**src/hw/rtl/tsa_pkg.sv**
```systemverilog
// Shared types and constants of the two-level slot allocator.
// Depends on nothing; used by tsa_ctrl, tsa_dp and two_level_slot_allocator.
package tsa_pkg;

	// Bitmap word geometry: one memory word covers this many slots
	localparam int WORD_BITS = 64;
	localparam int BIT_W     = 6;

	// Request modes
	typedef logic [2:0] mode_t;
	localparam mode_t MODE_ALLOC_G = 3'd0;
	localparam mode_t MODE_ALLOC_O = 3'd1;
	localparam mode_t MODE_FREE_G  = 3'd2;
	localparam mode_t MODE_FREE_O  = 3'd3;
	localparam mode_t MODE_QUERY_G = 3'd4;
	localparam mode_t MODE_QUERY_O = 3'd5;

	// Response status codes
	localparam logic STATUS_DONE = 1'b0;
	localparam logic STATUS_FULL = 1'b1;

	typedef struct packed {
		mode_t      mode;
		logic [8:0] owner;
		logic [9:0] slot;
	} req_t;

	typedef struct packed {
		logic [9:0] granted_slot;
		logic       status;
		logic       slot_in_use;
	} rsp_t;

	// Commands from the controller to the datapath
	typedef struct packed {
		logic load;
		logic clr_step;
		logic scan_start;
		logic scan_step;
		logic hit_take;
		logic grant_wr;
		logic cnt_inc;
		logic single_rd;
		logic single_upd;
		logic set_full;
		logic resp_load;
	} cmd_t;

	// Status from the datapath to the controller
	typedef struct packed {
		logic  clr_last;
		logic  scan_hit;
		logic  scan_end;
		mode_t mode;
		logic  slot_ok;
		logic  owner_ok;
	} sts_t;

endpackage

```
**src/hw/rtl/tsa_ctrl.sv**
```systemverilog
// Controller state machine of the slot allocator: sequences clear, scan and update steps.
// Depends on tsa_pkg.
module tsa_ctrl (
	input  logic          clk,
	input  logic          arst_n,
	input  logic          req_valid,
	output logic          req_ready,
	output logic          rsp_valid,
	input  logic          rsp_ready,
	input  tsa_pkg::sts_t sts,
	output tsa_pkg::cmd_t cmd
);

	typedef enum logic [8:0] {
		S_CLEAR    = 9'b000000001,
		S_IDLE     = 9'b000000010,
		S_DISPATCH = 9'b000000100,
		S_SCAN     = 9'b000001000,
		S_GRANT    = 9'b000010000,
		S_COUNT    = 9'b000100000,
		S_READ     = 9'b001000000,
		S_UPDATE   = 9'b010000000,
		S_RESP     = 9'b100000000
	} state_t;

	state_t state_q;
	state_t state_d;
	logic   out_valid_q;

	// Next state and commands
	always_comb begin
		state_d   = state_q;
		cmd       = '0;
		req_ready = 1'b0;
		case (state_q)
			S_CLEAR: begin
				cmd.clr_step = 1'b1;
				if (sts.clr_last) begin
					state_d = S_IDLE;
				end
			end
			S_IDLE: begin
				req_ready = 1'b1;
				if (req_valid) begin
					cmd.load = 1'b1;
					state_d  = S_DISPATCH;
				end
			end
			S_DISPATCH: begin
				case (sts.mode)
					tsa_pkg::MODE_ALLOC_G: begin
						cmd.scan_start = 1'b1;
						state_d        = S_SCAN;
					end
					tsa_pkg::MODE_ALLOC_O: begin
						if (sts.owner_ok) begin
							cmd.scan_start = 1'b1;
							state_d        = S_SCAN;
						end else begin
							cmd.set_full = 1'b1;
							state_d      = S_RESP;
						end
					end
					tsa_pkg::MODE_FREE_G, tsa_pkg::MODE_FREE_O,
					tsa_pkg::MODE_QUERY_G, tsa_pkg::MODE_QUERY_O: begin
						state_d = sts.slot_ok ? S_READ : S_RESP;
					end
					default: begin
						state_d = S_RESP;
					end
				endcase
			end
			S_SCAN: begin
				cmd.scan_step = 1'b1;
				if (sts.scan_hit) begin
					cmd.hit_take = 1'b1;
					state_d      = S_GRANT;
				end else if (sts.scan_end) begin
					cmd.set_full = 1'b1;
					state_d      = S_RESP;
				end
			end
			S_GRANT: begin
				cmd.grant_wr = 1'b1;
				state_d      = (sts.mode == tsa_pkg::MODE_ALLOC_O) ? S_COUNT : S_RESP;
			end
			S_COUNT: begin
				cmd.cnt_inc = 1'b1;
				state_d     = S_RESP;
			end
			S_READ: begin
				cmd.single_rd = 1'b1;
				state_d       = S_UPDATE;
			end
			S_UPDATE: begin
				cmd.single_upd = 1'b1;
				state_d        = S_RESP;
			end
			S_RESP: begin
				if (!out_valid_q || rsp_ready) begin
					cmd.resp_load = 1'b1;
					state_d       = S_IDLE;
				end
			end
			default: begin
				state_d = S_IDLE;
			end
		endcase
	end

	// State register and output valid flag
	always_ff @(posedge clk or negedge arst_n) begin
		if (!arst_n) begin
			state_q     <= S_CLEAR;
			out_valid_q <= 1'b0;
		end else begin
			state_q <= state_d;
			if (cmd.resp_load) begin
				out_valid_q <= 1'b1;
			end else if (rsp_ready) begin
				out_valid_q <= 1'b0;
			end
		end
	end

	assign rsp_valid = out_valid_q;

	a_resp_room: assert property (@(posedge clk) disable iff (!arst_n)
		cmd.resp_load |-> (!out_valid_q || rsp_ready))
		else $error("response loaded over an untaken result");

	a_clear_quiet: assert property (@(posedge clk) disable iff (!arst_n)
		(state_q == S_CLEAR) |-> !out_valid_q)
		else $error("result pending during clearing pass");

	a_state_onehot: assert property (@(posedge clk) disable iff (!arst_n)
		$onehot(state_q))
		else $error("state register not one-hot");

endmodule

```
**config.mk**
```make
export PLATFORM = sky130hd
export DESIGN_NAME = tsa_ctrl
export DESIGN_NICKNAME = d
export VERILOG_FILES = /design/src/hw/rtl/tsa_pkg.sv /design/src/hw/rtl/tsa_ctrl.sv
export SDC_FILE = /design/constraint.sdc
export NUM_CORES = 1
export LEC_CHECK = 0
export BUFFER_PORTS_ARGS = -buffer_cell sky130_fd_sc_hd__buf_2
export CELL_PAD_IN_SITES_DETAIL_PLACEMENT = 0
export CELL_PAD_IN_SITES_GLOBAL_PLACEMENT = 1
export CORE_MARGIN = 3
export CORE_UTILIZATION = 36
export CTS_CLUSTER_SIZE = 40
export DETAILED_ROUTE_END_ITERATION = 10
export GPL_ROUTABILITY_DRIVEN = 0
export GPL_TIMING_DRIVEN = 0
export PLACE_DENSITY = 0.78
export SYNTH_ARGS = -nofsm -noshare
export SYNTH_HDL_FRONTEND = slang
export SYNTH_SLANG_ARGS = --single-unit
export TNS_END_PERCENT = 20
```
**constraint.sdc**
```tcl
create_clock -name clk -period 1.7 [get_ports clk]
set_input_delay 0.255 -clock clk [delete_from_list [all_inputs] [get_ports clk]]
set_output_delay 0.255 -clock clk [all_outputs]
set_load 0.03 [all_outputs]
```
==> flow_summary.yaml <==
pwr:
  power.density_nw_per_um2: 1040
  power.share.switching: 0.423
  p_sw_mw: 0.498
  finalPower_mw: 1.18
  combPwrFrac: 0.510
  ir_drop_uv: 924
  p_leak_nw: 0.504
  p_int_mw: 0.679
  pwr-share-clk: 0.188
  p_seq_frac: 0.302
detailed_routing:
  drtPass1Iterations: 4
  wire_per_inst_um: 13.4
  via_count: 752
  ant_nets: 0
  post-route-drc-count: 0
  wl_mm: 1.88
  first_iter_violations: 8
  via_per_inst: 5.37
setup_path:
  end_kind: "output pin"
  critical_path.max_stage_delay_ns: 0.43
  cp-startpoint: "state_q[5]"
  regToRegEndpoint: "state_q[8]"
  critPathLaunchType: "flip-flop"
  rr_startpoint: "state_q[5]"
  path_max_fanout: 4
  reg2regPathDepth: 6
  cp.required_ns: 1.44
  crit_chain: "nor4_4 -> buf_4 -> nand2_2 -> nor4b_4 -> and2_4 -> buf_6"
  crit_slowest_cell: "dfrtp_2"
  crit_type: "reg2out"
  reg2reg_setup_slack_ns: 0.01
  arrival_ns: 1.77
  critPathCapture: "cmd[6]"
placed_design:
  placedInstanceArea_um2: 950
  dp_cells: 130
  portBuffers: 24
  hpwl_mm: 1.39
synth:
  synth_top_area_share: 0.297
  synth_cell_type_count: 36
  synth.most_common_cell: "dfrtp_1"
  synth.largest_area_cell: "dfrtp_1"
  synth.area.top_cells: "dfrtp_1 (30%), nor3b_1 (5.0%), nor2b_1 (4.1%)"
  synthesis.instances: 81
  yosysSeqAreaShare: 0.332
  netlist_top_cells_count: "dfrtp_1 (9), nor2_1 (6), nor2b_1 (5), nor3b_1 (5)"
  ys_ff_latch: 10
  synth-edff-count: 0
  syn_area_um2: 758
  syn_nets: 93
  synthFlopType: "dfrtp_1"
  synth_async_sr_flop_share: 1.00
  postSynthAreaPerCell_um2: 9.36
  ys_warn_count: 0
die:
  row_count: 15
  coreArea_um2: 1860
  die_area_um2: 2690
  ios: 25
  fp.dieH_um: 51.9
  start_util: 0.408
  die_x_um: 51.9
clocking:
  cts_buffers: 3
  cts-root-to-sink-buffers: 2
  cts_root_buf: "clkbuf_4"
  htreeDepth: 1
  worst_skew_pair.late_latency_ns: 0.27
  clock-sinks: 10
  path_clk_slew_ns: 0.07
  cts_tree: "built"
grt:
  grt_max_degree: 11
  grt_pass1_vias: 751
  antenna_found_initial: 0
  grt_pass1_wl_mm: 3.24
  grt_usage: 0.164
  overflow: 0
sta:
  fin_crit_sh: 1.19
  setup_slack_ns: -0.328
  fin_crit_ns: 2.03
  fin_setup_tns_ns: -2.18
  rsz0062_at_grt: "yes"
  setup_viol: 12
  tightestPinTransition_ns: 0.339
  fin_worst_skew_ns: 0.00233
  maxSlewHeadroom: 0.771
  hold_viol: 0
  finalMaxSlewViolations: 0
  clock.fmax_ghz: 0.493
cells_and_area:
  n_fill_cell: 173
  fin_util: 0.609
  layout.cells.non_filler: 140
  seq_area_um2: 259
  drive_gt1_frac: 0.522
  final_net_count: 128
  syn2layout_area_growth_pct: 49.3
  multi_input_area_um2: 562
  fin_area_um2: 1130
  diodes: 0
run:
  maxCapViolations: 0
outcome:
  outcome: "finished, violations left"
  violations: "setup timing"
worst_hold_path:
  hp-class: "in2reg"
[power by group through the flow]
stage	Clock, mW	Combinational, mW	Sequential (mW)
floorplan	0	0.379	0.315
global placement	0	0.499	0.312
detailed placement	0	0.504	0.313
CTS	0.229	0.597	0.355
global route	0.243	0.642	0.364
finish	0.221	0.600	0.355
[flip-flops by register name, summed over array words and instances (netlist names)]
name       count
rsp_valid      1
state_q        9
[per-layer routing]
layer	wire, um	global-route usage	vias to the layer above
li1	-	-	372
met2	902	0.264	25
met4	37	0.0655	0
met5	0	0	-
met3	112	0.0344	4
met1	822	0.211	351
[final cells by class]
class	count	share of cell area
clock buffer	4	0.0320
inverter	4	0.0133
multi-input combinational	64	0.496
tap	25	0.0276
timing repair buffer	33	0.202
sequential	10	0.229
[cell families (layout without fill, tap and decap cells)]
group	after synthesis	count (layout)	synth area share
xor+xnor	3	3	0.0347
compound gates	16	16	0.178
flops	10	10	0.332
simple gates	45	45	0.421
buf+inv	7	41	0.0346
[how the worst min path moves through the flow]
stage	startpoint	endpoint	slack (ns)	cells after the start
after global routing	sts[7]	state_q[0]	0.1	2
after detailed placement	arst_n	state_q[7]	0.14	1
after global placement	arst_n	state_q[7]	0.13	1
after CTS	sts[7]	state_q[0]	0.10	2
after floorplan	arst_n	rsp_valid	-0.04	0
final	sts[7]	state_q[0]	0.10	2
[per-stage QoR]
stage	hold slack [ns]	worst slack [ns]
final	0.104	-0.328
after global routing	0.0974	-0.447
after CTS	0.100	-0.322
after detailed placement	0.136	-0.292
after global placement	0.133	-0.258
after floorplan	-0.0406	-0.352
[placed cells by master, fill, tap and decap left out, types with 2 or more instances in the layout]
| master | Yosys | layout |
|---|---|---|
| xor2_1 | 3 | 3 |
| dfrtp_1 | 9 | 3 |
| buf_2 | 0 | 13 |
| inv_1 | 4 | 4 |
| and3_1 | 2 | 2 |
| nand2_1 | 4 | 3 |
| nor2_2 | 1 | 2 |
| nor4b_2 | 1 | 2 |
| nand3_1 | 3 | 2 |
| nand3b_1 | 2 | 2 |
| o31ai_1 | 3 | 3 |
| and2_1 | 4 | 3 |
| buf_6 | 0 | 3 |
| dfrtp_2 | 0 | 6 |
| nor3b_1 | 5 | 3 |
| nor3b_2 | 0 | 2 |
| nor2b_1 | 5 | 5 |
| nor2_1 | 6 | 4 |
| clkbuf_4 | 0 | 4 |
| buf_4 | 0 | 15 |
| o22ai_1 | 2 | 2 |
| o21ai_0 | 3 | 3 |
[timing repair]
| item | CTS | global route |
|---|---|---|
| hold endpoints to repair | 9 | 0 |
| hold buffers | 1 | 0 |
| buffers inserted | 8 | 0 |
| endpoints found under the setup margin | 14 | 14 |
| pin swaps | 8 | 1 |
| gates resized for setup | 28 | 1 |
[critical path: cells and delay by family (launching register included)]
| family | cells | cell delay [ns] |
|---|---|---|
| buf+inv | 2 | 0.31 |
| simple gates | 4 | 0.77 |
| flops | 1 | 0.43 |
No activity file was read; power rests on OpenSTA's default activity.
